==> src/hw/rtl/slht_pkg.sv <==
package slht_pkg;

    // Default geometry
    localparam int COORD_WIDTH_DEF    = 16;
    localparam int CORDIC_STAGES_DEF  = 16;
    localparam int TIME_FRAC_BITS_DEF = 20;

    // Fixed field widths
    localparam int ANG_W  = 15;     // heading, 1/64 degree
    localparam int RATE_W = 16;     // turn rate register

    // CORDIC angle accumulator, 2^-16 degree
    localparam int ZW       = 26;
    localparam int ANG_FRAC = 10;   // 2^-16 -> 2^-6 degree

    // Angle constants in 1/64 degree
    localparam int HALF_TURN = 11520;
    localparam int FULL_TURN = 23040;

    localparam logic signed [ZW-1:0] QUARTER_FINE = ZW'(5898240);
    localparam logic [RATE_W-1:0]    TURN_RATE_RESET = RATE_W'(16640);

    // Side data that travels with an item through the CORDIC pipe
    typedef struct packed {
        logic [RATE_W-1:0] step;    // whole part of rate * time
        logic              frac_nz; // fractional part of rate * time is nonzero
        logic              is_zero; // pointer on body
        logic              is_left; // pointer straight left
    } slht_side_t;

    // Enables for the two stages of the heading update
    typedef struct packed {
        logic load_tgt;
        logic take;
    } slht_upd_ctrl_t;

    // atan(2^-i) in 2^-16 degree
    function automatic logic signed [ZW-1:0] atan_fine(input int unsigned idx);
        case (idx)
            0:       return ZW'(2949120);
            1:       return ZW'(1740967);
            2:       return ZW'(919879);
            3:       return ZW'(466945);
            4:       return ZW'(234379);
            5:       return ZW'(117304);
            6:       return ZW'(58666);
            7:       return ZW'(29335);
            8:       return ZW'(14668);
            9:       return ZW'(7334);
            10:      return ZW'(3667);
            11:      return ZW'(1833);
            12:      return ZW'(917);
            13:      return ZW'(458);
            14:      return ZW'(229);
            15:      return ZW'(115);
            16:      return ZW'(57);
            17:      return ZW'(29);
            18:      return ZW'(14);
            19:      return ZW'(7);
            20:      return ZW'(4);
            21:      return ZW'(2);
            22:      return ZW'(1);
            default: return '0;
        endcase
    endfunction

endpackage

==> src/hw/rtl/slht_cordic_stage.sv <==
module slht_cordic_stage #(
    parameter int COORD_WIDTH   = slht_pkg::COORD_WIDTH_DEF,
    parameter int CORDIC_STAGES = slht_pkg::CORDIC_STAGES_DEF,
    parameter int IDX           = 0
) (
    input  logic                                         clk,
    input  logic                                         load,
    input  logic signed [COORD_WIDTH+CORDIC_STAGES+2:0]  x_in,
    input  logic signed [COORD_WIDTH+CORDIC_STAGES+2:0]  y_in,
    input  logic signed [slht_pkg::ZW-1:0]               z_in,
    input  slht_pkg::slht_side_t                         side_in,
    output logic signed [COORD_WIDTH+CORDIC_STAGES+2:0]  x,
    output logic signed [COORD_WIDTH+CORDIC_STAGES+2:0]  y,
    output logic signed [slht_pkg::ZW-1:0]               z,
    output slht_pkg::slht_side_t                         side
);
    localparam int XW = COORD_WIDTH + CORDIC_STAGES + 3;
    localparam logic signed [slht_pkg::ZW-1:0] ATAN = slht_pkg::atan_fine(IDX);

    logic signed [XW-1:0]            xs, ys;
    logic signed [XW-1:0]            x_next, y_next, x_reg, y_reg;
    logic signed [slht_pkg::ZW-1:0]  z_next, z_reg;
    slht_pkg::slht_side_t            side_reg;

    // One vectoring rotation: drive y toward zero
    always_comb
    begin
        xs = x_in >>> IDX;
        ys = y_in >>> IDX;
        if (!y_in[XW-1])
        begin
            x_next = x_in + ys;
            y_next = y_in - xs;
            z_next = z_in + ATAN;
        end
        else
        begin
            x_next = x_in - ys;
            y_next = y_in + xs;
            z_next = z_in - ATAN;
        end
    end

    always_ff @(posedge clk)
    begin
        if (load)
        begin
            x_reg    <= x_next;
            y_reg    <= y_next;
            z_reg    <= z_next;
            side_reg <= side_in;
        end
    end

    assign x    = x_reg;
    assign y    = y_reg;
    assign z    = z_reg;
    assign side = side_reg;

endmodule

==> config.mk <==
export PLATFORM = sky130hd
export DESIGN_NAME = slht_cordic_stage
export DESIGN_NICKNAME = d
export VERILOG_FILES = /design/src/hw/rtl/slht_pkg.sv /design/src/hw/rtl/slht_cordic_stage.sv
export SDC_FILE = /design/constraint.sdc
export NUM_CORES = 1
export LEC_CHECK = 0
export BUFFER_PORTS_ARGS = -buffer_cell sky130_fd_sc_hd__clkbuf_2
export CAP_MARGIN = 20
export CORE_MARGIN = 10
export CORE_UTILIZATION = 60
export DETAILED_ROUTE_END_ITERATION = 10
export HOLD_SLACK_MARGIN = 0.15
export PLACE_DENSITY = 0.88
export SYNTH_ARGS = -nofsm -noshare
export SYNTH_HDL_FRONTEND = slang
export SYNTH_SLANG_ARGS = --single-unit
==> constraint.sdc <==
create_clock -name clk -period 10.03 [get_ports clk]
set_input_delay 2.006 -clock clk [delete_from_list [all_inputs] [get_ports clk]]
set_output_delay 2.006 -clock clk [all_outputs]
set_load 0.02 [all_outputs]
==> reports/metrics.csv, run 1 <==
stage,metric,value,unit
floorplan,placeable core area,16500,µm²
clock_network,postcts setup bufs,0,
global_route,GR Overflow Total,0,
final_layout,"most common cell after layout, fill and taps aside",clkbuf_2,
clock_network,Post-CTS Hold Buffers,0,
placement,Post-Place Setup Slack,4810,ps
worst_setup_path,critical-path cell list,clkbuf_2 -> inv_1 -> ha_1 -> fa_1 -> nand2b_1 -> a21o_1 -> a21oi_1 -> o311ai_0 -> a2111oi_1 -> o21ai_0 -> a32oi_1 -> xnor2_1,
global_route,largest net degree at the start of global routing,81,
worst_setup_path,cell family with most CP delay,compound AO/OA/AOI/OAI gates,
final_layout,antenna cells,0,
clock_network,Root Buffer,clkbuf_16,
worst_setup_path,critical path type,in2reg,
yosys,post-synthesis async set-or-reset flop share,0,
global_route,total track usage,0.294,
hold_path,Hold Crit Class,in2reg,
floorplan,Initial Util,0.609,
worst_setup_path,crit-path max cell delay,760,ps
yosys,library cells used by synthesis,82,
floorplan,Top Ports,232,
floorplan,DIE HEIGHT,150,µm
final_layout,"commonest cells after routing, fill and taps aside","229 x clkbuf_2, 139 x a21oi_1, 114 x edfxtp_1",
sta,Worst Tran Pin Value,979,ps
final_layout,number of nets in the layout,1555,
clock_network,CTS buffer count,17,
placement,port bufs,231,
worst_setup_path,worst-path fanout max,3,
flow_run,MaxCap Viol Count,0,
clock_network,deepest clock path buffer count,2,
final_layout,max reg flops,35,
worst_setup_path,crit path buf inv count,2,
sta,Slew headroom,0.347,
power,worst-case vdd ir drop,0.125,mV
final_layout,Final Non-Filler Cells,1557,
final_layout,share of layout cells above drive strength 1,0.226,
hold_path,Worst Hold Path EP,z[11]$_DFFE_PP_,
sta,Worst Slack Setup Final,5040,ps
route,via count,9670,
hold_path,hold path start,z_in[11],
worst_setup_path,critical path's slowest cell,a2111oi_1,
worst_setup_path,"Req. time, crit path",10200,ps
yosys,Synth Cell Area,10100,µm²
yosys,top_reg_cell synth,edfxtp_1,
worst_setup_path,"Arr. time, crit path",5160,ps
clock_network,Clock transition at path regs,60,ps
global_route,vias in the first global route,9466,
floorplan,Die Footprint,22400,µm²
yosys,Synth Warn #,0,
hold_path,worst hold stages,1,
sta,Min Hold Slack,1750,ps
sta,RSZ-0062 raised after global routing,false,
floorplan,std cell rows,47,
route,WL per Instance,22.0,µm
yosys,"FF+latch count, synth",114,
sta,Tcrit/Tclk final,0.498,
global_route,initial antenna violation count,0,
route,final WL,34.3,mm
route,Residual DRC,0,
sta,Final TNS setup,0,ps
global_route,first-pass GRT wire length,51.7,mm
sta,fin crit period,4990,ps
route,Iteration-0 DRC Markers,1053,
yosys,"EDFF count, synth",114,
route,Via density,6.21,
sta,Max Fclk,200,MHz
status,status,finished clean,
final_layout,Area Overhead vs Synth,18.6,%
sta,"Setup violations, final",0,
clock_network,TritonCTS clock tree,built,
yosys,Mean Syn Cell Area,8.99,µm²
placement,RD Place Congestion,0.991,
placement,placed insts,1525,
yosys,syn nets,1351,
clock_network,CTS resizes,0,
clock_network,H-tree lvl count,4,
clock_network,TritonCTS Sinks,114,
floorplan,Die W,150,µm
route,DRT Pass-1 Iters,7,
route,Routed Antenna Nets,0,
sta,"Hold Vio Cnt, Final",0,
sta,Max Transition Viols Final,0,
worst_setup_path,CP endpoint kind,register,
placement,post-detail-place hpwl,25.9,mm
worst_setup_path,crit path launch type,input port,
yosys,synthesized netlist cell count,1120,
power,P per Cell Area,164,nW/µm²
power,P_leak,5.35,nW
yosys,register area share after synthesis,0.340,
[routing by layer]
layer | up-vias | GRT usage | share of wire
met5 | - | 0 | 0
met4 | 0 | 0.112 | 0.033
met3 | 90 | 0.0562 | 0.095
met2 | 578 | 0.496 | 0.48
met1 | 4550 | 0.365 | 0.40
li1 | 4452 | - | -
[kinds of logic after synthesis]
kind of cell / Yosys count / synth area share
buffers and inverters: 156 / 0.0618
adder cells (fa/ha/maj): 114 / 0.145
AO/OA/AOI/OAI: 383 / 0.249
XOR/XNOR: 72 / 0.0626
multiplexers: 15 / 0.0152
flip-flops: 114 / 0.340
AND/OR/NAND/NOR: 266 / 0.127
[stage by stage]
step / instance area [µm²] / utilization / total power [W]
6_report: 11900 / 0.722 / 0.00195
5_1_grt: 11900 / 0.722 / 0.00203
4_1_cts: 11900 / 0.722 / 0.00194
3_5_place_dp: 11300 / 0.684 / 0.00127
3_3_place_gp: 11300 / 0.684 / 0.00126
2_1_floorplan: 10100 / - / 0.00106
[synth_stat cells (7+ instances only)]
master	number	share of area
nand2b_1	9	0.0056
edfxtp_1	114	0.34
o21bai_1	23	0.017
nor3_1	13	0.0065
nand3_1	17	0.0085
nand2_1	61	0.023
o21a_1	10	0.0075
xor2_1	10	0.0087
nor2_1	93	0.035
and2_1	7	0.0044
o21ai_0	73	0.036
xnor2_1	62	0.054
a21oi_1	139	0.069
nor4_1	10	0.0062
inv_1	104	0.039
buf_2	17	0.0085
clkbuf_1	22	0.0082
buf_1	7	0.0026
o31ai_1	10	0.0075
o211ai_1	10	0.0075
a21o_1	21	0.016
nand4_1	13	0.0081
mux2i_1	13	0.013
a211oi_1	10	0.0075
ha_1	110	0.14
nor2b_1	14	0.0087
[where the power goes]
| group | total (W) | switching (W) | internal (W) |
|---|---|---|---|
| logic | 0.000649 | 0.000427 | 0.000222 |
| registers | 0.000636 | 0.0000217 | 0.000614 |
| clock network | 0.000667 | 0.000249 | 0.000419 |
| total | 0.00195 | 0.000698 | 0.00125 |
[worst max path at each step]
stage              from         endpoint  slack [ps]  cells past startpoint
2_1_floorplan  y_in[34]  z[24]$_DFFE_PP_        5490                     13
3_3_place_gp    x_in[9]  y[26]$_DFFE_PP_        4800                     10
3_5_place_dp    y_in[0]  y[34]$_DFFE_PP_        4810                     12
4_1_cts         y_in[0]  y[34]$_DFFE_PP_        5120                     12
5_1_grt         y_in[0]  y[34]$_DFFE_PP_        4700                     12
6_report        y_in[0]  y[34]$_DFFE_PP_        5040                     12
[area by class of cell]
type	instances	area (µm²)
Clock buffer	18	429
Clock inverter	14	204
Fill cell	1273	4590
Inverter	107	402
Multi-Input combinational cell	850	6020
Sequential cell	114	3420
Tap cell	220	275
Timing Repair Buffer	234	1180
Note: power is estimated with default switching activity, not from simulation.
==> run 2: changes to the inputs <==
Settings changed: CORE_UTILIZATION 60 to 56, PLACE_DENSITY 0.88 to 0.82.
Clock period 10.03 ns to 4.9 ns, I/O delays scaled along.
==> reports/metrics.csv, run 2 (synthesized netlist as in run 1, its figures left out) <==
stage,metric,value,unit
route,Residual DRC,0,
floorplan,DIE HEIGHT,154,µm
clock_network,postcts setup bufs,0,
final_layout,"commonest cells after routing, fill and taps aside","229 x clkbuf_2, 139 x a21oi_1, 114 x edfxtp_1",
sta,Max Fclk,261,MHz
clock_network,H-tree lvl count,4,
sta,Final TNS setup,0,ps
sta,Tcrit/Tclk final,0.781,
power,worst-case vdd ir drop,0.281,mV
floorplan,Die W,154,µm
hold_path,Hold Crit Class,in2reg,
clock_network,Post-CTS Hold Buffers,0,
final_layout,final instance area,12000,µm²
final_layout,fillers,1417,
power,P_leak,5.42,nW
status,status,finished clean,
final_layout,"most common cell after layout, fill and taps aside",clkbuf_2,
flow_run,MaxCap Viol Count,0,
global_route,initial antenna violation count,0,
final_layout,antenna cells,0,
clock_network,CTS resizes,0,
placement,placed insts,1543,
worst_setup_path,crit path launch type,input port,
floorplan,placeable core area,17500,µm²
route,DRT Pass-1 Iters,6,
clock_network,Root Buffer,clkbuf_16,
sta,fin crit period,3830,ps
worst_setup_path,"Arr. time, crit path",3990,ps
route,WL per Instance,21.4,µm
clock_network,TritonCTS clock tree,built,
worst_setup_path,critical path type,in2reg,
placement,post-detail-place hpwl,26.5,mm
placement,port bufs,231,
final_layout,FF+latch area,3420,µm²
worst_setup_path,Crit. Startpoint,y_in[0],
route,Routed Antenna Nets,0,
floorplan,Top Ports,232,
final_layout,area of the multi-input gates,6020,µm²
route,final WL,33.8,mm
worst_setup_path,CP endpoint kind,register,
final_layout,Area Overhead vs Synth,19.6,%
sta,Slew headroom,0.391,
global_route,largest net degree at the start of global routing,75,
worst_setup_path,worst-path fanout max,3,
clock_network,TritonCTS Sinks,114,
route,via count,9590,
clock_network,CTS buffer count,17,
sta,Worst Tran Pin Value,902,ps
worst_setup_path,"Req. time, crit path",5070,ps
final_layout,Final Non-Filler Cells,1575,
clock_network,deepest clock path buffer count,2,
placement,RD Place Congestion,1.00,
global_route,total track usage,0.273,
global_route,vias in the first global route,9370,
final_layout,max reg flops,35,
final_layout,number of nets in the layout,1568,
sta,"Hold Vio Cnt, Final",0,
floorplan,std cell rows,48,
global_route,GR Overflow Total,0,
placement,area of placed instances,11400,µm²
sta,"Setup violations, final",0,
final_layout,Util after Layout,0.689,
sta,RSZ-0062 raised after global routing,false,
floorplan,Initial Util,0.576,
route,Iteration-0 DRC Markers,1057,
sta,Max Transition Viols Final,0,
worst_setup_path,CP endpoint,y[34]$_DFFE_PP_,
final_layout,share of layout cells above drive strength 1,0.233,
clock_network,Clock transition at path regs,60,ps
power,P per Cell Area,332,nW/µm²
floorplan,Die Footprint,23700,µm²
global_route,first-pass GRT wire length,52.2,mm
route,Via density,6.09,
-- run 2: changes by cell type in the layout (fill, tap and decap cells not counted), sizes merged --
cell / previous run / this run
buf: 5 / 18
inv: 107 / 108
clkbuf: 247 / 246
clkinvlp: 3 / 1
clkinv: 7 / 9
-- run 2: worst min path at each step --
stage,to,from,cells after the start
5_1_grt,side[10]$_DFFE_PP_,side_in[10],1
2_1_floorplan,side[0]$_DFFE_PP_,side_in[0],0
3_5_place_dp,side[1]$_DFFE_PP_,side_in[1],1
6_report,z[11]$_DFFE_PP_,z_in[11],1
3_3_place_gp,side[3]$_DFFE_PP_,side_in[3],1
4_1_cts,z[11]$_DFFE_PP_,z_in[11],1
-- run 2: stage by stage --
stage | setup slack (ps) | power, W | hold slack (ps)
detailed placement | 747 | 0.00262 | 1160
floorplan | 1390 | 0.00217 | 1080
global placement | 746 | 0.00260 | 1160
finish | 1070 | 0.00400 | 730
global route | 851 | 0.00416 | 728
CTS | 1150 | 0.00399 | 723
-- run 2: worst max-delay path: stages --
cell	delay, ps
clkbuf_2	110
inv_1	50
ha_1	230
fa_1	430
nand2b_1	190
a21o_1	220
a21oi_1	200
o311ai_0	330
a2111oi_1	720
o21ai_0	200
a32oi_1	240
xnor2_1	80
-- run 2: cell type report --
class,instances,share of cell area
Sequential cell,114,0.284
Timing Repair Buffer,247,0.106
Inverter,107,0.0334
Multi-Input combinational cell,850,0.500
Clock buffer,17,0.0353
Clock inverter,15,0.0171
Tap cell,225,0.0234
-- run 2: layer usage --
metal  vias to the layer above  GRT usage  part of all wire
li1                       4490          -                 -
met2                       554      0.445              0.47
met3                        73     0.0580             0.091
met1                      4473      0.353              0.42
met4                         0     0.0873             0.027
met5                         -          0                 0
-- run 2: power by group --
group | leakage (nW) | internal (W) | switching, W | total, W
Sequential | 1.12 | 0.00126 | 0.0000425 | 0.00130
Combinational | 4.00 | 0.000464 | 0.000868 | 0.00133
Clock | 0.306 | 0.000857 | 0.000510 | 0.00137
