File: config.mk
export PLATFORM = sky130hd
export DESIGN_NAME = slht_front
export DESIGN_NICKNAME = d
export VERILOG_FILES = /design/src/hw/rtl/slht_pkg.sv /design/src/hw/rtl/slht_front.sv
export SDC_FILE = /design/constraint.sdc
export NUM_CORES = 1
export LEC_CHECK = 0
export ABC_AREA = 1
export ABC_CLOCK_PERIOD_IN_PS = 14600
export BUFFER_PORTS_ARGS = -buffer_cell sky130_fd_sc_hd__buf_2
export CAP_MARGIN = 10
export CORE_MARGIN = 5
export CORE_UTILIZATION = 50
export CTS_BUF_LIST = sky130_fd_sc_hd__clkbuf_8 sky130_fd_sc_hd__clkbuf_16
export CTS_CLUSTER_DIAMETER = 100
export DETAILED_ROUTE_END_ITERATION = 12
export GPL_ROUTABILITY_DRIVEN = 0
export PLACE_DENSITY = 0.68
export SKIP_LAST_GASP = 1
export SLEW_MARGIN = 40
export SYNTH_ARGS = -nofsm -noshare
export SYNTH_HDL_FRONTEND = slang
export SYNTH_SLANG_ARGS = --single-unit
File: constraint.sdc
create_clock -name clk -period 14.6 [get_ports clk]
set_input_delay 2.92 -clock clk [delete_from_list [all_inputs] [get_ports clk]]
set_output_delay 2.92 -clock clk [all_outputs]
set_load 0.03 [all_outputs]
File: src/hw/rtl/slht_pkg.sv
package slht_pkg;

    // Default geometry
    localparam int COORD_WIDTH_DEF    = 16;
    localparam int CORDIC_STAGES_DEF  = 16;
    localparam int TIME_FRAC_BITS_DEF = 20;

    // Fixed field widths
    localparam int ANG_W  = 15;     // heading, 1/64 degree
    localparam int RATE_W = 16;     // turn rate register

    // CORDIC angle accumulator, 2^-16 degree
    localparam int ZW       = 26;
    localparam int ANG_FRAC = 10;   // 2^-16 -> 2^-6 degree

    // Angle constants in 1/64 degree
    localparam int HALF_TURN = 11520;
    localparam int FULL_TURN = 23040;

    localparam logic signed [ZW-1:0] QUARTER_FINE = ZW'(5898240);
    localparam logic [RATE_W-1:0]    TURN_RATE_RESET = RATE_W'(16640);

    // Side data that travels with an item through the CORDIC pipe
    typedef struct packed {
        logic [RATE_W-1:0] step;    // whole part of rate * time
        logic              frac_nz; // fractional part of rate * time is nonzero
        logic              is_zero; // pointer on body
        logic              is_left; // pointer straight left
    } slht_side_t;

    // Enables for the two stages of the heading update
    typedef struct packed {
        logic load_tgt;
        logic take;
    } slht_upd_ctrl_t;

    // atan(2^-i) in 2^-16 degree
    function automatic logic signed [ZW-1:0] atan_fine(input int unsigned idx);
        case (idx)
            0:       return ZW'(2949120);
            1:       return ZW'(1740967);
            2:       return ZW'(919879);
            3:       return ZW'(466945);
            4:       return ZW'(234379);
            5:       return ZW'(117304);
            6:       return ZW'(58666);
            7:       return ZW'(29335);
            8:       return ZW'(14668);
            9:       return ZW'(7334);
            10:      return ZW'(3667);
            11:      return ZW'(1833);
            12:      return ZW'(917);
            13:      return ZW'(458);
            14:      return ZW'(229);
            15:      return ZW'(115);
            16:      return ZW'(57);
            17:      return ZW'(29);
            18:      return ZW'(14);
            19:      return ZW'(7);
            20:      return ZW'(4);
            21:      return ZW'(2);
            22:      return ZW'(1);
            default: return '0;
        endcase
    endfunction

endpackage

File: src/hw/rtl/slht_front.sv
module slht_front #(
    parameter int COORD_WIDTH    = slht_pkg::COORD_WIDTH_DEF,
    parameter int CORDIC_STAGES  = slht_pkg::CORDIC_STAGES_DEF,
    parameter int TIME_FRAC_BITS = slht_pkg::TIME_FRAC_BITS_DEF
) (
    input  logic                                         clk,
    input  logic                                         load_in,
    input  logic                                         load_pre,
    input  logic signed [COORD_WIDTH-1:0]                body_x,
    input  logic signed [COORD_WIDTH-1:0]                body_y,
    input  logic signed [COORD_WIDTH-1:0]                pointer_x,
    input  logic signed [COORD_WIDTH-1:0]                pointer_y,
    input  logic [TIME_FRAC_BITS-1:0]                    elapsed_time,
    input  logic [slht_pkg::RATE_W-1:0]                  turn_rate,
    output logic signed [COORD_WIDTH+CORDIC_STAGES+2:0]  x,
    output logic signed [COORD_WIDTH+CORDIC_STAGES+2:0]  y,
    output logic signed [slht_pkg::ZW-1:0]               z,
    output slht_pkg::slht_side_t                         side
);
    localparam int DW = COORD_WIDTH + 1;
    localparam int XW = COORD_WIDTH + CORDIC_STAGES + 3;
    localparam int PW = slht_pkg::RATE_W + TIME_FRAC_BITS;

    logic signed [COORD_WIDTH-1:0]   bx_reg, by_reg, px_reg, py_reg;
    logic [TIME_FRAC_BITS-1:0]       tm_reg;

    logic signed [DW-1:0]            dx, dy;
    logic signed [XW-1:0]            dx_s, dy_s;
    logic signed [XW-1:0]            x_next, y_next, x_reg, y_reg;
    logic signed [slht_pkg::ZW-1:0]  z_next, z_reg;
    logic [PW-1:0]                   prod;
    slht_pkg::slht_side_t            side_next, side_reg;

    // Input register
    always_ff @(posedge clk)
    begin
        if (load_in)
        begin
            bx_reg <= body_x;
            by_reg <= body_y;
            px_reg <= pointer_x;
            py_reg <= pointer_y;
            tm_reg <= elapsed_time;
        end
    end

    // Differences, scaling and quadrant fold into the right half plane
    always_comb
    begin
        dx   = DW'(px_reg) - DW'(bx_reg);
        dy   = DW'(py_reg) - DW'(by_reg);
        dx_s = XW'(dx) <<< CORDIC_STAGES;
        dy_s = XW'(dy) <<< CORDIC_STAGES;
        if (dx_s < 0)
        begin
            if (dy_s >= 0)
            begin
                x_next = dy_s;
                y_next = -dx_s;
                z_next = slht_pkg::QUARTER_FINE;
            end
            else
            begin
                x_next = -dy_s;
                y_next = dx_s;
                z_next = -slht_pkg::QUARTER_FINE;
            end
        end
        else
        begin
            x_next = dx_s;
            y_next = dy_s;
            z_next = '0;
        end
    end

    // Turn step = rate * time, split into whole and fractional part
    always_comb
    begin
        prod              = PW'(turn_rate) * PW'(tm_reg);
        side_next.step    = prod[PW-1:TIME_FRAC_BITS];
        side_next.frac_nz = |prod[TIME_FRAC_BITS-1:0];
        side_next.is_zero = (dx == '0) && (dy == '0);
        side_next.is_left = (dy == '0) && dx[DW-1];
    end

    always_ff @(posedge clk)
    begin
        if (load_pre)
        begin
            x_reg    <= x_next;
            y_reg    <= y_next;
            z_reg    <= z_next;
            side_reg <= side_next;
        end
    end

    assign x    = x_reg;
    assign y    = y_reg;
    assign z    = z_reg;
    assign side = side_reg;

endmodule

==> results of run 1 <==
cell type report:
class	count	area [um2]
Clock buffer	17	425.4
Clock inverter	15	191.4
Sequential cell	144	4324
Inverter	588	2207
Fill cell	3364	16510
Tap cell	468	585.6
Multi-Input combinational cell	1460	11540
Timing Repair Buffer	174	912.1
through the flow:
stage,instances,cell area [um2],hold WS (ns)
6_report,2866,20190,0.8107
5_1_grt,2866,20190,0.8295
4_1_cts,2865,20160,0.8129
3_5_place_dp,2833,19550,0.8025
3_3_place_gp,2832,19530,0.8074
2_1_floorplan,2329,18820,0.6991
layer usage:
layer | vias up | part of all wire | GRT usage
met4 | 0 | 0.027 | 0.07564
met5 | - | 0 | 0
met2 | 539 | 0.47 | 0.3770
met1 | 6888 | 0.42 | 0.3036
li1 | 6884 | - | -
met3 | 81 | 0.077 | 0.04600
cell usage in the layout (no fill, tap or decap), drive strengths merged, types with 10 or more instances in the layout:
cell type,n
a21oi,75
buf,174
clkbuf,17
conb,51
edfxtp,144
fa,252
ha,143
inv,594
nand2,638
nand3,61
nor2,87
nor3,10
o21ai,54
xnor2,13
xor2,30
worst min path at each step:
stage,end,slack [ns],start
finish,x[16],0.81,by_reg[0]
detailed placement,x[16],0.80,by_reg[0]
floorplan,y[16],0.70,bx_reg[0]
CTS,x[16],0.81,by_reg[0]
global route,x[16],0.83,by_reg[0]
global placement,x[16],0.81,by_reg[0]
critical path, stage by stage:
cell     delay [ns]
buf_2          0.33
nand2_1        0.14
fa_1           0.56
inv_1          0.05
fa_1           0.50
fa_1           0.51
fa_1           0.51
fa_1           0.55
inv_1          0.06
fa_1           0.54
inv_1          0.04
ha_1           0.38
nand2_1        0.13
nor2_1         0.16
nand4_1        0.09
o21ai_0        0.59
a31oi_1        0.30
o21ai_0        0.31
xor2_1         0.11
cell families after synthesis:
family | Yosys count | share of synthesized area
other | 1 | 0.0002012
buffers and inverters | 725 | 0.1587
adders and majority gates | 395 | 0.3667
and+or+nand+nor | 819 | 0.1772
xor gates and xnor gates | 43 | 0.02021
AOI/OAI and AO/OA | 152 | 0.04498
DFF | 144 | 0.2320
==> metrics.yaml, run 1 <==
outcome: "complete, no violations"
r2r-end: "side[16]"
crit-reg2reg-launch: "tm_reg[6]"
fin_ws_ns: 5.977
synthArstFlopShare: 0
cts_setup_buffers: 0
netlist_area_um2: 18640
grt_max_degree: 65
min_path_cells: 2
syn_to_final_growth_pct: 8.332
ioPinCount: 218
hold_viol_final: 0
fin_util: 0.5501
crit_path_end_kind: "register"
r2r.worst_path.cells: 18
critical_path_arrival_ns: 8.80
grt_pass1_vias: 14924
critPathLaunchType: "input pin"
ys_top_cells_by_count: "nand2_1, inv_1, fa_1"
synthFlopType: "edfxtp_1"
io_buffers: 168
drive_above_1_share: 0.1013
n_antenna_cell: 0
final_net_count: 2883
slew_headroom: 0.4487
drv_slew: 0
fin_worst_skew_ns: 0.01397
start_util: 0.5078
dp_slack_ns: 5.553
yosysWarnings: 0
drtPass1Iterations: 6
r2r_slack_ns: 7.88
die_y_um: 203.1
antenna_found_initial: 0
drt_iter0_drc: 942
crit_required_ns: 14.78
clk_pin_slew_ns: 0.07
rsz0062_at_grt: "false"
dieArea_um2: 41230
avgRoutedWirePerCell_um: 15.86
setup_viol: 0
dp_hpwl_um: 36490
largest_reg_flops: 20
ys_ff_latch: 144
startpoint: "turn_rate[10]"
netlist.area_leader.share: 0.2707
drt_wl_total_um: 45460
worstMarginPinSlew_ns: 0.8269
cts_resized: 0
insertion_delay_ns: 0.45
postCtsHoldBufs: 0
cts_buffers: 17
post-route-period-util: 0.5906
min_period_ns: 8.623
route.detailed.drc: 0
rows: 70
yosys-top-cells-area: "fa_1, edfxtp_1, nand2_1"
crit_fanout: 20
fmax_mhz: 116.0
yosys.area.top_type: "fa_1"
viasPerCell: 5.022
crit_type: "input pin to register"
crit_end: "side[16]"
grt_first_pass_wirelength_um: 75290
detail-route-antenna-nets: 0
htree_levels: 4
grt_use_total: 0.2281
cts_tree: "yes"
maxCapViolations: 0
hp-class: "register to register"
grt_overflow: 0
clockBufferDepth: 2
vias: 14392
netlist_instances: 2279
cts-root-buf: "clkbuf_16"
synth.most_common_cell: "nand2_1"
ys_seq_area_frac: 0.2320
synth_edf_count: 144
clock-sinks: 144
postSynthAreaPerCell_um2: 8.177
yosysUniqueCellTypes: 44
chipWidth_um: 203.1
finalSetupTns_ns: 0
coreArea_um2: 36700
Power of run 1 is left out: the tool's default activity adds up to more than one toggle a clock period on the data nets, which glitch-free logic cannot reach.
==> run 2, diff against run 1 <==
--- a/config.mk
+++ b/config.mk
@@ -5,8 +5,8 @@
 export SDC_FILE = /design/constraint.sdc
 export NUM_CORES = 1
 export LEC_CHECK = 0
-export ABC_AREA = 1
-export ABC_CLOCK_PERIOD_IN_PS = 14600
+export ABC_AREA = 0
+export ABC_CLOCK_PERIOD_IN_PS = 7660
 export BUFFER_PORTS_ARGS = -buffer_cell sky130_fd_sc_hd__buf_2
 export CAP_MARGIN = 10
 export CORE_MARGIN = 5
@@ -15,7 +15,7 @@
 export CTS_CLUSTER_DIAMETER = 100
 export DETAILED_ROUTE_END_ITERATION = 12
 export GPL_ROUTABILITY_DRIVEN = 0
-export PLACE_DENSITY = 0.68
+export PLACE_DENSITY = 0.71
 export SKIP_LAST_GASP = 1
 export SLEW_MARGIN = 40
 export SYNTH_ARGS = -nofsm -noshare
==> constraint.sdc (replaced) <==
create_clock -name clk -period 7.66 [get_ports clk]
set_input_delay 1.532 -clock clk [delete_from_list [all_inputs] [get_ports clk]]
set_output_delay 1.532 -clock clk [all_outputs]
set_load 0.03 [all_outputs]
==> metrics.yaml, run 2 <==
outcome: "complete, no violations"  # unchanged
post-route-period-util: 0.9579
nFillCells: 3123  # was 3364
postLayoutCellArea_um2: 19930  # was 20190 um2
setup_viol: 0  # unchanged
ys_ff_latch: 144  # unchanged
grt_overflow: 0  # unchanged
grt_first_pass_wirelength_um: 70370  # was 75290 um
crit_required_ns: 7.83  # was 14.78 ns
avgRoutedWirePerCell_um: 16.81  # was 15.86 um
fmax_mhz: 136.3
clock-sinks: 144  # unchanged
cts-root-buf: "clkbuf_16"  # unchanged
critical_path_arrival_ns: 7.50  # was 8.80 ns
drive_above_1_share: 0.1289  # was 0.1013
netlist_instances: 1864  # was 2279
fin_worst_skew_ns: 0.009840  # was 0.01397 ns
clockBufferDepth: 2  # unchanged
crit_fanout: 17  # was 20
rows: 69  # was 70
synthFlopType: "edfxtp_1"  # unchanged
dp.cells: 2462  # was 2833
ys_seq_area_frac: 0.2401  # was 0.2320
maxCapViolations: 0  # unchanged
hp-class: "register to register"  # unchanged
critPathLaunchType: "input pin"  # unchanged
dp_hpwl_um: 34430  # was 36490 um
place_area_um2: 19290  # was 19550 um2
synthArstFlopShare: 0  # unchanged
antenna_found_initial: 1  # was 0
drtPass1Iterations: 5  # was 6
r2r_slack_ns: 0.80  # was 7.88 ns
n_antenna_cell: 0  # unchanged
synth_edf_count: 144  # unchanged
io_buffers: 168  # unchanged
die_y_um: 199.8  # was 203.1 um
worstMarginPinSlew_ns: 0.8620  # was 0.8269 ns
start_util: 0.5064  # was 0.5078
route.detailed.drc: 0  # unchanged
hold_viol_final: 0  # unchanged
grt_max_degree: 68  # was 65
fin_ws_ns: 0.3225  # was 5.977 ns
cts_resized: 0  # unchanged
insertion_delay_ns: 0.43  # was 0.45 ns
final_net_count: 2518  # was 2883
dp_slack_ns: -0.1215  # was 5.553 ns
crit_path_end_kind: "register"  # unchanged
coreArea_um2: 35570  # was 36700 um2
ys_top_cells_by_count: "inv_1, fa_1, nand2_1"  # was nand2_1, inv_1, fa_1
drt_wl_total_um: 41900  # was 45460 um
detail-route-antenna-nets: 0  # unchanged
mostFrequentLayoutCells: "inv_1, fa_1, nand2_1"  # was nand2_1, inv_1, fa_1
htree_levels: 4  # unchanged
postCtsHoldBufs: 0  # unchanged
postSynthAreaPerCell_um2: 9.664  # was 8.177 um2
fin_cells: 2493  # was 2866
rsz0062_at_grt: "false"  # unchanged
largest_reg_flops: 20  # unchanged
viasPerCell: 5.229  # was 5.022
vias: 13036  # was 14392
drv_slew: 0  # unchanged
layout_commonest_cell: "inv_1"  # was nand2_1
yosys-top-cells-area: "fa_1, edfxtp_1, ha_1"  # was fa_1, edfxtp_1, nand2_1
syn_to_final_growth_pct: 10.66  # was 8.332%
drt_iter0_drc: 923  # was 942
slew_headroom: 0.4172  # was 0.4487
synth.most_common_cell: "inv_1"  # was nand2_1
yosysWarnings: 0  # unchanged
yosysUniqueCellTypes: 66  # was 44
netlist_area_um2: 18010  # was 18640 um2
cts_tree: "yes"  # unchanged
grt_pass1_vias: 13865  # was 14924
hold_ws_ns: 0.8055  # was 0.8107 ns
clk_pin_slew_ns: 0.06  # was 0.07 ns
cts_buffers: 17  # unchanged
cts_setup_buffers: 0  # unchanged
crit_type: "input pin to register"  # unchanged
netlist.area_leader.share: 0.2801  # was 0.2707
ioPinCount: 218  # unchanged
grt_use_total: 0.2199  # was 0.2281
min_period_ns: 7.338
dieArea_um2: 39920  # was 41230 um2
yosys.area.top_type: "fa_1"  # unchanged
chipWidth_um: 199.8  # was 203.1 um
run 2: cell count changes in the layout (fill, tap and decap cells not counted), sizes merged, moves of 9 or more:
cell / delta
buf: +42
nand2: -397
a211oi: +11
xnor2: +25
nand3: -36
and2: +143
a21oi: -17
nor2: -34
nor2b: +9
inv: -247
nand2b: +9
a21o: +23
mux2i: +9
xor2: +9
run 2: worst paths after layout:
| kind | from | endpoint | depth (start not counted) |
|---|---|---|---|
| worst max-delay path | turn_rate[6] | side[18] | 22 |
| worst min-delay path | bx_reg[0] | y[16] | 2 |
| worst min register to register | bx_reg[0] | y[16] | 2 |
| worst max register to register | tm_reg[10] | side[18] | 21 |
run 2: per-layer routing:
layer / global-route usage / wire length (um) / vias up
li1: - / - / 6127
met4: 0.08428 / 1506 / 2
met3: 0.03978 / 2594 / 93
met1: 0.2906 / 17390 / 6376
met5: 0 / 13 / -
met2: 0.3645 / 20390 / 438
run 2: per-stage QoR:
step | setup TNS, ns | util
2_1_floorplan | 0 | -
4_1_cts | 0 | 0.5603
6_report | 0 | 0.5604
3_3_place_gp | 0 | 0.5423
5_1_grt | 0 | 0.5604
3_5_place_dp | -0.1218 | 0.5423
run 2: layout make-up:
cell class	instances	area (um2)	share of cell area
multi-input cells	1297	11880	0.5960
flip-flops and latches	144	4324	0.2169
inverters	344	1291	0.06478
repair buffers	216	1220	0.06120
well taps	461	576.8	0.02894
clock buffers	17	425.4	0.02134
clock inverters	14	215.2	0.01080
run 2: cell families after synthesis:
logic type                 after synthesis  synth area share
and+or+nand+nor                        541            0.1461
muxes                                   10          0.005626
DFF                                    144            0.2401
buffers and inverters                  473            0.1109
xor gates and xnor gates                77           0.03744
AOI/OAI and AO/OA                      223           0.08036
adders and majority gates              395            0.3794
other                                    1         0.0002082
run 2: worst max-delay path: stages:
cell      delay, ns
buf_2          0.19
and2_1         0.19
fa_1           0.55
inv_1          0.06
fa_1           0.51
fa_1           0.52
inv_1          0.05
fa_1           0.46
fa_1           0.56
inv_1          0.06
fa_1           0.58
inv_1          0.06
ha_1           0.29
and2_1         0.17
a21o_1         0.18
a21oi_1        0.17
o22ai_1        0.10
a31o_2         0.25
o31a_1         0.30
a31o_2         0.27
a211oi_1       0.31
xnor2_1        0.12
Power of run 2 is left out for the same reason.
