`src/hw/rtl/slht_pkg.sv`:
```
package slht_pkg;

    // Default geometry
    localparam int COORD_WIDTH_DEF    = 16;
    localparam int CORDIC_STAGES_DEF  = 16;
    localparam int TIME_FRAC_BITS_DEF = 20;

    // Fixed field widths
    localparam int ANG_W  = 15;     // heading, 1/64 degree
    localparam int RATE_W = 16;     // turn rate register

    // CORDIC angle accumulator, 2^-16 degree
    localparam int ZW       = 26;
    localparam int ANG_FRAC = 10;   // 2^-16 -> 2^-6 degree

    // Angle constants in 1/64 degree
    localparam int HALF_TURN = 11520;
    localparam int FULL_TURN = 23040;

    localparam logic signed [ZW-1:0] QUARTER_FINE = ZW'(5898240);
    localparam logic [RATE_W-1:0]    TURN_RATE_RESET = RATE_W'(16640);

    // Side data that travels with an item through the CORDIC pipe
    typedef struct packed {
        logic [RATE_W-1:0] step;    // whole part of rate * time
        logic              frac_nz; // fractional part of rate * time is nonzero
        logic              is_zero; // pointer on body
        logic              is_left; // pointer straight left
    } slht_side_t;

    // Enables for the two stages of the heading update
    typedef struct packed {
        logic load_tgt;
        logic take;
    } slht_upd_ctrl_t;

    // atan(2^-i) in 2^-16 degree
    function automatic logic signed [ZW-1:0] atan_fine(input int unsigned idx);
        case (idx)
            0:       return ZW'(2949120);
            1:       return ZW'(1740967);
            2:       return ZW'(919879);
            3:       return ZW'(466945);
            4:       return ZW'(234379);
            5:       return ZW'(117304);
            6:       return ZW'(58666);
            7:       return ZW'(29335);
            8:       return ZW'(14668);
            9:       return ZW'(7334);
            10:      return ZW'(3667);
            11:      return ZW'(1833);
            12:      return ZW'(917);
            13:      return ZW'(458);
            14:      return ZW'(229);
            15:      return ZW'(115);
            16:      return ZW'(57);
            17:      return ZW'(29);
            18:      return ZW'(14);
            19:      return ZW'(7);
            20:      return ZW'(4);
            21:      return ZW'(2);
            22:      return ZW'(1);
            default: return '0;
        endcase
    endfunction

endpackage

```
`src/hw/rtl/slht_update.sv`:
```
module slht_update (
    input  logic                               clk,
    input  logic                               rst_n,
    input  slht_pkg::slht_upd_ctrl_t           ctrl,
    input  logic signed [slht_pkg::ZW-1:0]     z_in,
    input  slht_pkg::slht_side_t               side_in,
    output logic signed [slht_pkg::ANG_W-1:0]  heading,
    output logic signed [slht_pkg::ANG_W-1:0]  target_heading
);
    localparam int AW = slht_pkg::ANG_W;
    localparam int RW = slht_pkg::ZW - slht_pkg::ANG_FRAC;
    localparam int RATE_W = slht_pkg::RATE_W;

    logic signed [slht_pkg::ZW-1:0]  zsum;
    logic signed [RW-1:0]            zr, zw;
    logic signed [AW-1:0]            tgt_next, tgt_reg;
    logic [RATE_W-1:0]               step_reg;
    logic                            frac_nz_reg;

    logic signed [AW:0]              diff_raw, diff;
    logic [AW:0]                     mag;
    logic signed [AW+1:0]            moved, moved_w;
    logic                            snap;
    logic signed [AW-1:0]            heading_next, heading_reg, target_out_reg;

    // Round to 1/64 degree, wrap once, apply the degenerate directions
    always_comb
    begin
        zsum = z_in + slht_pkg::ZW'(1 << (slht_pkg::ANG_FRAC - 1));
        zr   = RW'(zsum >>> slht_pkg::ANG_FRAC);
        if (zr > slht_pkg::HALF_TURN)
            zw = RW'(zr - slht_pkg::FULL_TURN);
        else if (zr < -slht_pkg::HALF_TURN)
            zw = RW'(zr + slht_pkg::FULL_TURN);
        else
            zw = zr;
        priority if (side_in.is_zero)
            tgt_next = '0;
        else if (side_in.is_left)
            tgt_next = AW'(-slht_pkg::HALF_TURN);
        else
            tgt_next = AW'(zw);
    end

    always_ff @(posedge clk)
    begin
        if (ctrl.load_tgt)
        begin
            tgt_reg     <= tgt_next;
            step_reg    <= side_in.step;
            frac_nz_reg <= side_in.frac_nz;
        end
    end

    // Slew-limited heading update: the one loop through the kept heading
    always_comb
    begin
        diff_raw = (AW+1)'(tgt_reg) - (AW+1)'(heading_reg);
        if (diff_raw > slht_pkg::HALF_TURN)
            diff = (AW+1)'(diff_raw - slht_pkg::FULL_TURN);
        else if (diff_raw < -slht_pkg::HALF_TURN)
            diff = (AW+1)'(diff_raw + slht_pkg::FULL_TURN);
        else
            diff = diff_raw;
        mag  = diff[AW] ? (AW+1)'(-diff) : (AW+1)'(diff);
        // |diff| * 2^F < step * 2^F + frac
        snap = ((AW+1)'(mag) < step_reg) || (((AW+1)'(mag) == step_reg) && frac_nz_reg);
        // step <= |diff| when not snapping, so one wrap suffices
        if (diff > 0)
            moved = (AW+2)'(heading_reg) + signed'({1'b0, step_reg});
        else
            moved = (AW+2)'(heading_reg) - signed'({1'b0, step_reg});
        if (moved > slht_pkg::HALF_TURN)
            moved_w = (AW+2)'(moved - slht_pkg::FULL_TURN);
        else if (moved < -slht_pkg::HALF_TURN)
            moved_w = (AW+2)'(moved + slht_pkg::FULL_TURN);
        else
            moved_w = moved;
        heading_next = snap ? tgt_reg : AW'(moved_w);
    end

    // Kept heading doubles as the result register
    always_ff @(posedge clk or negedge rst_n)
    begin
        if (!rst_n)
            heading_reg <= '0;
        else if (ctrl.take)
            heading_reg <= heading_next;
    end

    always_ff @(posedge clk)
    begin
        if (ctrl.take)
            target_out_reg <= tgt_reg;
    end

    assign heading        = heading_reg;
    assign target_heading = target_out_reg;

endmodule

```
`config.mk`:
```
export PLATFORM = sky130hd
export DESIGN_NAME = slht_update
export DESIGN_NICKNAME = d
export VERILOG_FILES = /design/src/hw/rtl/slht_pkg.sv /design/src/hw/rtl/slht_update.sv
export SDC_FILE = /design/constraint.sdc
export NUM_CORES = 1
export LEC_CHECK = 0
export ABC_AREA = 1
export BUFFER_PORTS_ARGS = -buffer_cell sky130_fd_sc_hd__buf_4
export CORE_MARGIN = 3
export CORE_UTILIZATION = 50
export DETAILED_ROUTE_END_ITERATION = 10
export PLACE_DENSITY = 0.73
export SYNTH_ARGS = -nofsm -noshare
export SYNTH_HDL_FRONTEND = slang
export SYNTH_SLANG_ARGS = --single-unit
```
`constraint.sdc`:
```
create_clock -name clk -period 6 [get_ports clk]
set_clock_uncertainty 0.2 [all_clocks]
set_input_delay 1.2 -clock clk [delete_from_list [all_inputs] [get_ports clk]]
set_output_delay 1.2 -clock clk [all_outputs]
set_load 0.02 [all_outputs]
```
==> flow_summary.toml, run 1 <==
[timing]
post-route-period-util_pct = 98.97
fin_hold_ws_ns = 0.3740
post-route-min-period_ns = 5.938
finalMaxSlewViolations = 0
setup_viol = 0
rsz0062_at_grt = "yes"
maxSlewHeadroom_pct = 52.56
fmax_mhz = 168.4
final_hold_viol_count = 0
tightest_slew_ns = 0.7062

[critical_path]
crit_top_cell = "nand2_2"
cp_max_fo = 5
r2r_start = "heading[8]"
crit_buf_inv = 2
reg2regPathDepth = 37
max_stage_delay_ns = 0.38
required_ns = 6.02
cp.arrival_ns = 5.96
end_kind = "register"
rr_endpoint = "heading[10]"
criticalPathCategory = "register to register"
reg2reg_slack_ns = 0.06
crit_family = "simple AND/OR/NAND/NOR gates"
crit_path_top_delay_cell = "ha_1"
cp-start-kind = "register"

[synthesis]
ys_async_sr_fraction_pct = 24.19
synth_warnings = 0
yosysUniqueCellTypes = 46
synthFlopType = "edfxtp_1"
synth_seq_cells = 62
synth.avg_cell_area_um2 = 6.934
synth.cell_area_um2 = 6310
synth_edf_count = 47
synth_cells = 910
ys_seq_area_share_pct = 28.32

[grt]
antenna_found_initial = 0
grt_pass1_vias = 6165
grt_max_degree = 37
track_usage_pct = 24.84
grt_pass1_wl_um = 28210
grt_overflow_total = 0

[clock_network]
cts_tree = "yes"
cts.htree.levels = 3
clock_path_buffers = 2
clkTransAtPathRegs_ns = 0.06
clkLatencyLatePin_ns = 0.34
cts_hold_buf = 0
numCtsBuffers = 9
clock-root-buffer = "clkbuf_16"
cts_sinks = 62

[flow_run]
cap_viol_max_count = 0

[detailed_routing]
firstDrtPassIters = 7
dr_total_vias = 6662
drc = 0
routed_wl_um = 18560
wl_per_cell_um = 14.50
drt_iter0_markers = 386
ant_nets = 0
vias_per_cell = 5.205

[hold_path]
min_from = "heading[2]"
whs_path_depth = 2
min_to = "heading[2]"
hold_path_class = "register to register"

[layout]
areaGrowthSynthToFinish_pct = 39.86
regArea_um2 = 1787
layout-drive-gt1-share_pct = 30.40
final_cell_area_um2 = 8825
largest_reg_flops = 16
multiInputGateArea_um2 = 4558
fill_cells = 966
fin_nets = 1213
fin_util_pct = 72.56
antenna_cells = 0

[placement]
numPortBuffers = 69
dp_hpwl_um = 14070
gp_congestion = 0.9330
place_area_um2 = 7868

[floorplanning]
die_x_um = 118.3
dieHeight_um = 118.3
die_area_um2 = 14000
core_area_um2 = 12160
rows = 40
io_pins = 79
start_util_pct = 51.88

[run_status]
status = "completed"
[synth_stat cells (all sizes together) (3+ instances only)]
| cell | number | area (µm²) |
|---|---|---|
| or2 | 4 | 25.03 |
| o21ai | 29 | 145.1 |
| nand2 | 255 | 999.7 |
| a21oi | 44 | 227.7 |
| dfrtp | 15 | 375.4 |
| clkbuf | 4 | 15.01 |
| nor3 | 12 | 65.06 |
| inv | 149 | 559.3 |
| o211ai | 11 | 82.58 |
| ha | 55 | 688.2 |
| a31oi | 5 | 31.28 |
| o22ai | 5 | 31.28 |
| xor2 | 52 | 455.4 |
| nor2 | 96 | 367.8 |
| nand3 | 63 | 345.3 |
| nand4 | 25 | 162.6 |
| edfxtp | 47 | 1411 |
| xnor2 | 13 | 113.9 |
| and2 | 3 | 18.77 |
[how the worst max path moves through the flow]
stage                    start     endpoint  slack [ns]  cells after the start
floorplan           heading[0]  heading[11]        0.16                     39
global placement    tgt_reg[0]  heading[12]       -0.10                     42
detailed placement  tgt_reg[0]  heading[10]       -0.20                     39
CTS                 tgt_reg[0]  heading[12]       -0.04                     44
global route        heading[8]  heading[10]       -0.23                     40
finish              heading[8]  heading[10]        0.06                     37
[metrics by stage]
stage / setup TNS [ns] / setup slack [ns] / instances
6_report: 0 / 0.06165 / 1280
5_1_grt: -1.290 / -0.2337 / 1280
4_1_cts: -0.09556 / -0.04210 / 1271
3_5_place_dp: -0.9957 / -0.2047 / 1254
3_3_place_gp: -0.4458 / -0.1029 / 1254
2_1_floorplan: 0 / 0.1583 / 911
[cell usage in the layout, fill, tap and decap left out, types with 3 or more instances in the layout]
cell type | netlist | routed
inv_2 | 8 | 9
buf_4 | 0 | 184
xnor2_1 | 13 | 11
a21oi_1 | 42 | 35
dfrtp_1 | 15 | 15
nor2_1 | 93 | 76
edfxtp_1 | 47 | 47
a21oi_2 | 2 | 9
o21ai_2 | 0 | 5
nor2_2 | 3 | 14
o211ai_1 | 11 | 11
nand2_2 | 14 | 29
nand3_1 | 57 | 47
o21ai_0 | 28 | 22
nand3_2 | 6 | 12
nand2_4 | 1 | 11
clkinv_4 | 0 | 3
ha_4 | 0 | 6
clkbuf_16 | 0 | 9
nor3_2 | 1 | 3
xor2_1 | 52 | 42
inv_1 | 141 | 138
clkinv_1 | 2 | 3
ha_1 | 55 | 49
nand3_4 | 0 | 5
nand2_1 | 240 | 215
nor3_1 | 11 | 9
a31oi_1 | 5 | 3
xor2_2 | 0 | 10
nor2_4 | 0 | 6
and2_1 | 3 | 3
o22ai_1 | 5 | 5
nand4_1 | 24 | 24
[worst reg2reg max path: cells and delay by family, from the launching register on]
family	cells	cell delay [ns]
fa+ha+maj	2	0.71
compound gates	7	1.16
xor+xnor	2	0.52
flops	1	0.37
simple gates	24	2.70
buf+inv	2	0.15
[area by class of cell]
type	count	area share, %
timing repair buffer	187	16.14
clock inverter	7	0.5530
inverter	151	6.480
clock buffer	9	2.552
sequential	62	20.25
multi-input combinational	696	51.65
tap	168	2.382
[cell families (layout without fill, tap and decap cells)]
group                    after synthesis  count (layout)  synth area share (%)
AO/OA/AOI/OAI                        106             106                 9.716
other                                  1               2               0.05943
adder cells (fa/ha/maj)               57              57                 11.54
XOR/XNOR                              65              65                 9.022
buffers and inverters                156             354                 9.300
flip-flops                            62              62                 28.32
AND/OR/NAND/NOR                      463             466                 32.04
[layer usage]
metal / track usage (%) / share of wire, % / routed length [µm] / vias to the layer above
met5: 0 / 0 / 0 / -
met4: 9.451 / 3.3 / 615 / 0
met3: 4.402 / 4.9 / 913 / 51
met2: 43.41 / 50 / 9220 / 205
met1: 30.45 / 42 / 7805 / 3050
li1: - / - / - / 3356
[timing repair]
action	4_1_cts	5_1_grt
gates cloned	0	3
endpoints found under the setup margin	6	6
setup buffers	1	7
pin swaps	2	57
gates resized for setup	6	131
Power of run 1 is not shown: default switching activity piles up to over one toggle a cycle in this logic, so the estimate is an artifact.
==> run 2: changes to the inputs <==
Settings changed: CAP_MARGIN from default to 20, SKIP_LAST_GASP from default to 1.
Clock period 6 ns to 5.1 ns, I/O delays scaled along.
==> run 2 against run 1 <==
  * The flow now finishes with violations (setup timing)
  * Core utilization is 3.3 points higher
  * Global-route usage increased by 2.0 points
  * Design area is 4.5% higher
  * Highest routed layer unchanged
  * Sequential share of layout area fell by 0.75 points
  * Critical path depth up 3
  * Flip-flop and latch count unchanged
  * Maximum frequency increased by 0.38%
  * Hold slack worse by 0.043 ns
==> flow_summary.toml, run 2 (synthesis gave the netlist of run 1 again) <==
[grt]
grt_pass1_wl_um = 30420
antenna_found_initial = 0
top_usage_layer = "met2"
grt_max_degree = 37
grt_use_met1_pct = 30.12
track_usage_pct = 26.82
use_met3_pct = 4.928
grt_pass1_vias = 6619
met2_usage_pct = 49.48
grt_overflow_total = 0

[critical_path]
reg2regPathDepth = 40
end_kind = "register"
crit_path_top_delay_cell = "fa_1"
required_ns = 5.10
criticalPathCategory = "register to register"
cp.arrival_ns = 5.92
critPathLaunch = "tgt_reg[0]"
max_stage_delay_ns = 0.43
crit_top_cell = "nand2_1"
endpoint = "heading[9]"
cp_max_fo = 6
r2r_start = "tgt_reg[0]"
reg2reg_slack_ns = -0.82
rr_endpoint = "heading[9]"
cp-start-kind = "register"

[floorplanning]
core_area_um2 = 12160
io_pins = 79
start_util_pct = 51.88
die_x_um = 118.3
die_area_um2 = 14000
dieHeight_um = 118.3
rows = 40

[detailed_routing]
vias_per_cell = 5.243
routed_wl_um = 20120
firstDrtPassIters = 5
drc = 0
drt_iter0_markers = 458
dr_total_vias = 6900
ant_nets = 0
wl_per_cell_um = 15.29

[placement]
dp_slack_ns = -0.8065
place_area_um2 = 8150
place_inst = 1281
gp_congestion = 0.8970
dp_hpwl_um = 14560
numPortBuffers = 69

[layout]
final_common_cell = "buf_4"
antenna_cells = 0
largest_reg_flops = 16
final_cell_area_um2 = 9224
layout-drive-gt1-share_pct = 34.23
layoutNonFillerInstCount = 1316
mostFrequentLayoutCells = "buf_4 (217), nand2_1 (216), inv_1 (139), nor2_1 (79), edfxtp_1 (47)"
fin_nets = 1249
areaGrowthSynthToFinish_pct = 46.18

[timing]
tightest_slew_ns = 0.6741
fmax_mhz = 169.0
post-route-min-period_ns = 5.916
finalMaxSlewViolations = 0
postLayoutSetupSlackWorst_ns = -0.8156
post-route-period-util_pct = 116.0
setup_viol = 6
final_hold_viol_count = 0
maxSlewHeadroom_pct = 54.64
fin_hold_ws_ns = 0.3305
rsz0062_at_grt = "yes"

[clock_network]
cts_sinks = 62
cts_tree = "yes"
numCtsBuffers = 9
clkLatencyLatePin_ns = 0.34
clkTransAtPathRegs_ns = 0.06
clock-root-buffer = "clkbuf_16"
clock_path_buffers = 2
cts.htree.levels = 3
cts_hold_buf = 0

[run_status]
status = "finished, violations left"
violations = "setup timing"

[flow_run]
cap_viol_max_count = 0

[hold_path]
hold_path_class = "input pin to asynchronous set/reset pin"
==> run 2: layout make-up <==
| type | instances | area (µm²) |
|---|---|---|
| clock buffer | 9 | 225.2 |
| inverter | 151 | 574.3 |
| multi-input combinational | 695 | 4582 |
| timing repair buffer | 224 | 1730 |
| fill | 845 | 2938 |
| tap | 168 | 210.2 |
| clock inverter | 7 | 103.9 |
| sequential | 62 | 1798 |
==> run 2: metrics by stage <==
| stage | setup TNS, ns | utilization [%] |
|---|---|---|
| floorplan | -1.666 | - |
| global placement | -3.883 | 67.02 |
| detailed placement | -5.957 | 67.02 |
| CTS | -3.890 | 72.01 |
| global route | -10.32 | 75.84 |
| finish | -4.680 | 75.84 |
==> run 2: what timing repair did <==
item | in CTS | in global routing
resized for setup | 40 | 83
buffers inserted | 10 | 8
pin swaps | 23 | 54
setup endpoints to repair | 15 | 15
cloned | 2 | 1
==> run 2: worst min-delay path by stage <==
| stage | end | depth (start not counted) | from |
|---|---|---|---|
| 2_1_floorplan | target_heading[3] | 0 | tgt_reg[3] |
| 3_5_place_dp | target_heading[2] | 1 | tgt_reg[2] |
| 6_report | heading[1] | 1 | rst_n |
| 5_1_grt | heading[3] | 1 | rst_n |
| 4_1_cts | heading[3] | 1 | rst_n |
| 3_3_place_gp | target_heading[0] | 1 | tgt_reg[0] |
==> run 2: critical path, delay by kind of cell, from the launching register on <==
kind | cells | cell delay, ns
and+or+nand+nor | 26 | 2.75
AOI/OAI and AO/OA | 7 | 0.99
adders and majority gates | 3 | 0.97
DFF | 1 | 0.38
buffers and inverters | 3 | 0.25
xor gates and xnor gates | 1 | 0.23
==> run 2: routing by layer <==
metal | part of all wire, % | vias to the layer above
met1 | 39 | 3190
met3 | 5.4 | 57
met2 | 51 | 213
li1 | - | 3440
met5 | 0 | -
met4 | 4.1 | 0
Power of run 2 is left out for the same reason.
==> run 3: changes to the inputs <==
Settings changed: ABC_AREA 1 to default, PLACE_DENSITY 0.73 to 0.7, TNS_END_PERCENT from default to 10.
Clock period 5.1 ns to 5.9 ns, I/O delays scaled along.
==> run 3 against run 2 <==
  * The flow still finishes with violations (setup timing)
  * Setup slack lost 0.40 ns
  * First-iteration DRC count is 3.1% lower
  * Synthesized area up 2.1%
  * Design area is 1.4% higher
  * Count of clock-buffer cells in the layout increased by 1
  * Critical path type unchanged
  * Largest cell class unchanged
==> flow_summary.toml, run 3 <==
[timing]
fmax_mhz = 140.6
fin_hold_ws_ns = 0.3399
maxSlewHeadroom_pct = 48.13
finalMaxSlewViolations = 0
rsz0062_at_grt = "yes"
post-route-period-util_pct = 120.5
postLayoutSetupSlackWorst_ns = -1.211
post-route-min-period_ns = 7.111
tightest_slew_ns = 0.7710
setup_viol = 15
final_hold_viol_count = 0

[detailed_routing]
vias_per_cell = 5.736
routed_wl_um = 21260
firstDrtPassIters = 5
dr_total_vias = 6958
wl_per_cell_um = 17.53
drt_iter0_markers = 444
ant_nets = 0
drc = 0

[clock_network]
clock_path_buffers = 2
clkLatencyLatePin_ns = 0.35
clkTransAtPathRegs_ns = 0.06
numCtsBuffers = 9
cts_tree = "yes"
cts_sinks = 62
cts_hold_buf = 0
cts.htree.levels = 3
clock-root-buffer = "clkbuf_16"

[synthesis]
ys_async_sr_fraction_pct = 24.19
synthAdderAreaFrac_pct = 11.30
synthXorXnorAreaFrac_pct = 9.359
synthFlopType = "edfxtp_1"
yosysUniqueCellTypes = 83
yosysTopAreaCell = "edfxtp_1"
synthTopCellsByArea = "edfxtp_1 (22%), ha_1 (11%), xnor2_1 (6.8%)"
synth.avg_cell_area_um2 = 8.423
synth_edf_count = 47
synth_top_family_by_area = "compound AO/OA/AOI/OAI gates"
yosysMostFrequentCell = "nor2_1"
ys_seq_area_share_pct = 27.73
synth_cells = 765
yosysTopAreaCellShare_pct = 21.90
synth_seq_cells = 62
synth_compound_area_share_pct = 23.59
synth.cell_area_um2 = 6444
synth_warnings = 0
synth_common_cells = "nor2_1 (67), nand2_1 (66), a21oi_1 (55), ha_1 (55), inv_1 (54)"
yosys.area_share.simple_pct = 20.06
synth.mux.area_fraction_pct = 2.757

[layout]
fill_cells = 911
fin_nets = 1146
layout-drive-gt1-share_pct = 36.08
antenna_cells = 0
final_common_cell = "buf_4"
areaGrowthSynthToFinish_pct = 45.09
largest_reg_flops = 16
mostFrequentLayoutCells = "buf_4 (279), nor2_1 (66), nand2_1 (64), ha_1 (53), inv_1 (52)"

[critical_path]
cp.arrival_ns = 7.13
crit_top_cell = "o211ai_1"
end_kind = "register"
crit_path_top_delay_cell = "edfxtp_1"
max_stage_delay_ns = 0.46
criticalPathCategory = "register to register"
reg2reg_slack_ns = -1.21
cp-start-kind = "register"
required_ns = 5.92
cp_max_fo = 5

[floorplanning]
core_area_um2 = 12310
die_area_um2 = 14290
start_util_pct = 52.34
die_x_um = 119.5
io_pins = 79
rows = 40
dieHeight_um = 119.5

[grt]
grt_pass1_vias = 6998
grt_overflow_total = 0
grt_max_degree = 51
antenna_found_initial = 0
grt_pass1_wl_um = 34060
track_usage_pct = 29.82

[hold_path]
hold_path_class = "register to register"

[placement]
dp_hpwl_um = 16010
gp_congestion = 0.9785
numPortBuffers = 69

[run_status]
status = "finished, violations left"
violations = "setup timing"

[flow_run]
cap_viol_max_count = 0
-- run 3: cell types whose count changed after synthesis, sizes merged, moves of 13 or more --
cell	before	now
inv	149	57
mux2i	0	14
nand2	255	66
a21oi	44	57
xor2	52	17
nand3	63	20
xnor2	13	51
nor2	96	67
-- run 3: layout make-up --
cell class                      instances  area [µm²]  share of cell area, %
Clock inverter                          6       86.33                 0.9234
Sequential cell                        62        1790                  19.15
Tap cell                              168       210.2                  2.248
Clock buffer                           10       229.0                  2.449
Inverter                               57       214.0                  2.289
Timing Repair Buffer                  287        2193                  23.46
Multi-Input combinational cell        623        4626                  49.48
-- run 3: path summary, 6_finish.rpt --
| check | from | endpoint | cells past startpoint |
|---|---|---|---|
| max | tgt_reg[1] | heading[11] | 33 |
| min | tgt_reg[7] | target_heading[7] | 0 |
| max reg2reg | tgt_reg[1] | heading[11] | 33 |
| min reg2reg | tgt_reg[7] | target_heading[7] | 0 |
| max in group asynchronous | rst_n | heading[0] | 1 |
| min in group asynchronous | rst_n | heading[14] | 1 |
-- run 3: repair_timing --
action                                  4_1_cts  5_1_grt
pin swaps                                    35       34
endpoints found under the setup margin       15       15
setup buffers                                36       11
cloned                                        1        0
gates resized for setup                      36       13
-- run 3: worst max-delay path, delay by kind of cell (launching register included) --
kind            cells  cell delay [ns]
fa+ha+maj           3             0.80
flops               1             0.46
compound gates     17             3.49
mux                 2             0.42
buf+inv             4             0.67
simple gates        7             0.94
-- run 3: cells by family (layout without fill, tap and decap cells) --
| group | Yosys count | in the layout |
|---|---|---|
| AND/OR/NAND/NOR | 263 | 263 |
| other | 1 | 2 |
| buffers and inverters | 81 | 360 |
| adder cells (fa/ha/maj) | 57 | 57 |
| multiplexers | 17 | 17 |
| flip-flops | 62 | 62 |
| XOR/XNOR | 68 | 68 |
| AO/OA/AOI/OAI | 216 | 216 |
-- run 3: per-stage QoR --
| stage | utilization (%) | cells | area (µm²) | setup TNS, ns | worst slack, ns |
|---|---|---|---|---|---|
| finish | 75.94 | 1213 | 9349 | -9.422 | -1.211 |
| global route | 75.94 | 1213 | 9349 | -15.02 | -1.509 |
| CTS | 74.65 | 1202 | 9191 | -7.589 | -0.9851 |
| detailed placement | 68.36 | 1149 | 8417 | -8.016 | -1.260 |
| global placement | 68.36 | 1149 | 8417 | -6.235 | -1.084 |
| floorplan | - | 766 | 6535 | -4.699 | -0.8269 |
-- run 3: layer usage --
layer	GRT usage (%)	part of all wire, %	up-vias
met5	0	0	-
met1	35.23	41	3251
met4	15.75	4.8	0
met2	50.74	48	273
li1	-	-	3359
met3	6.456	6.4	75
Power of run 3 is left out for the same reason.
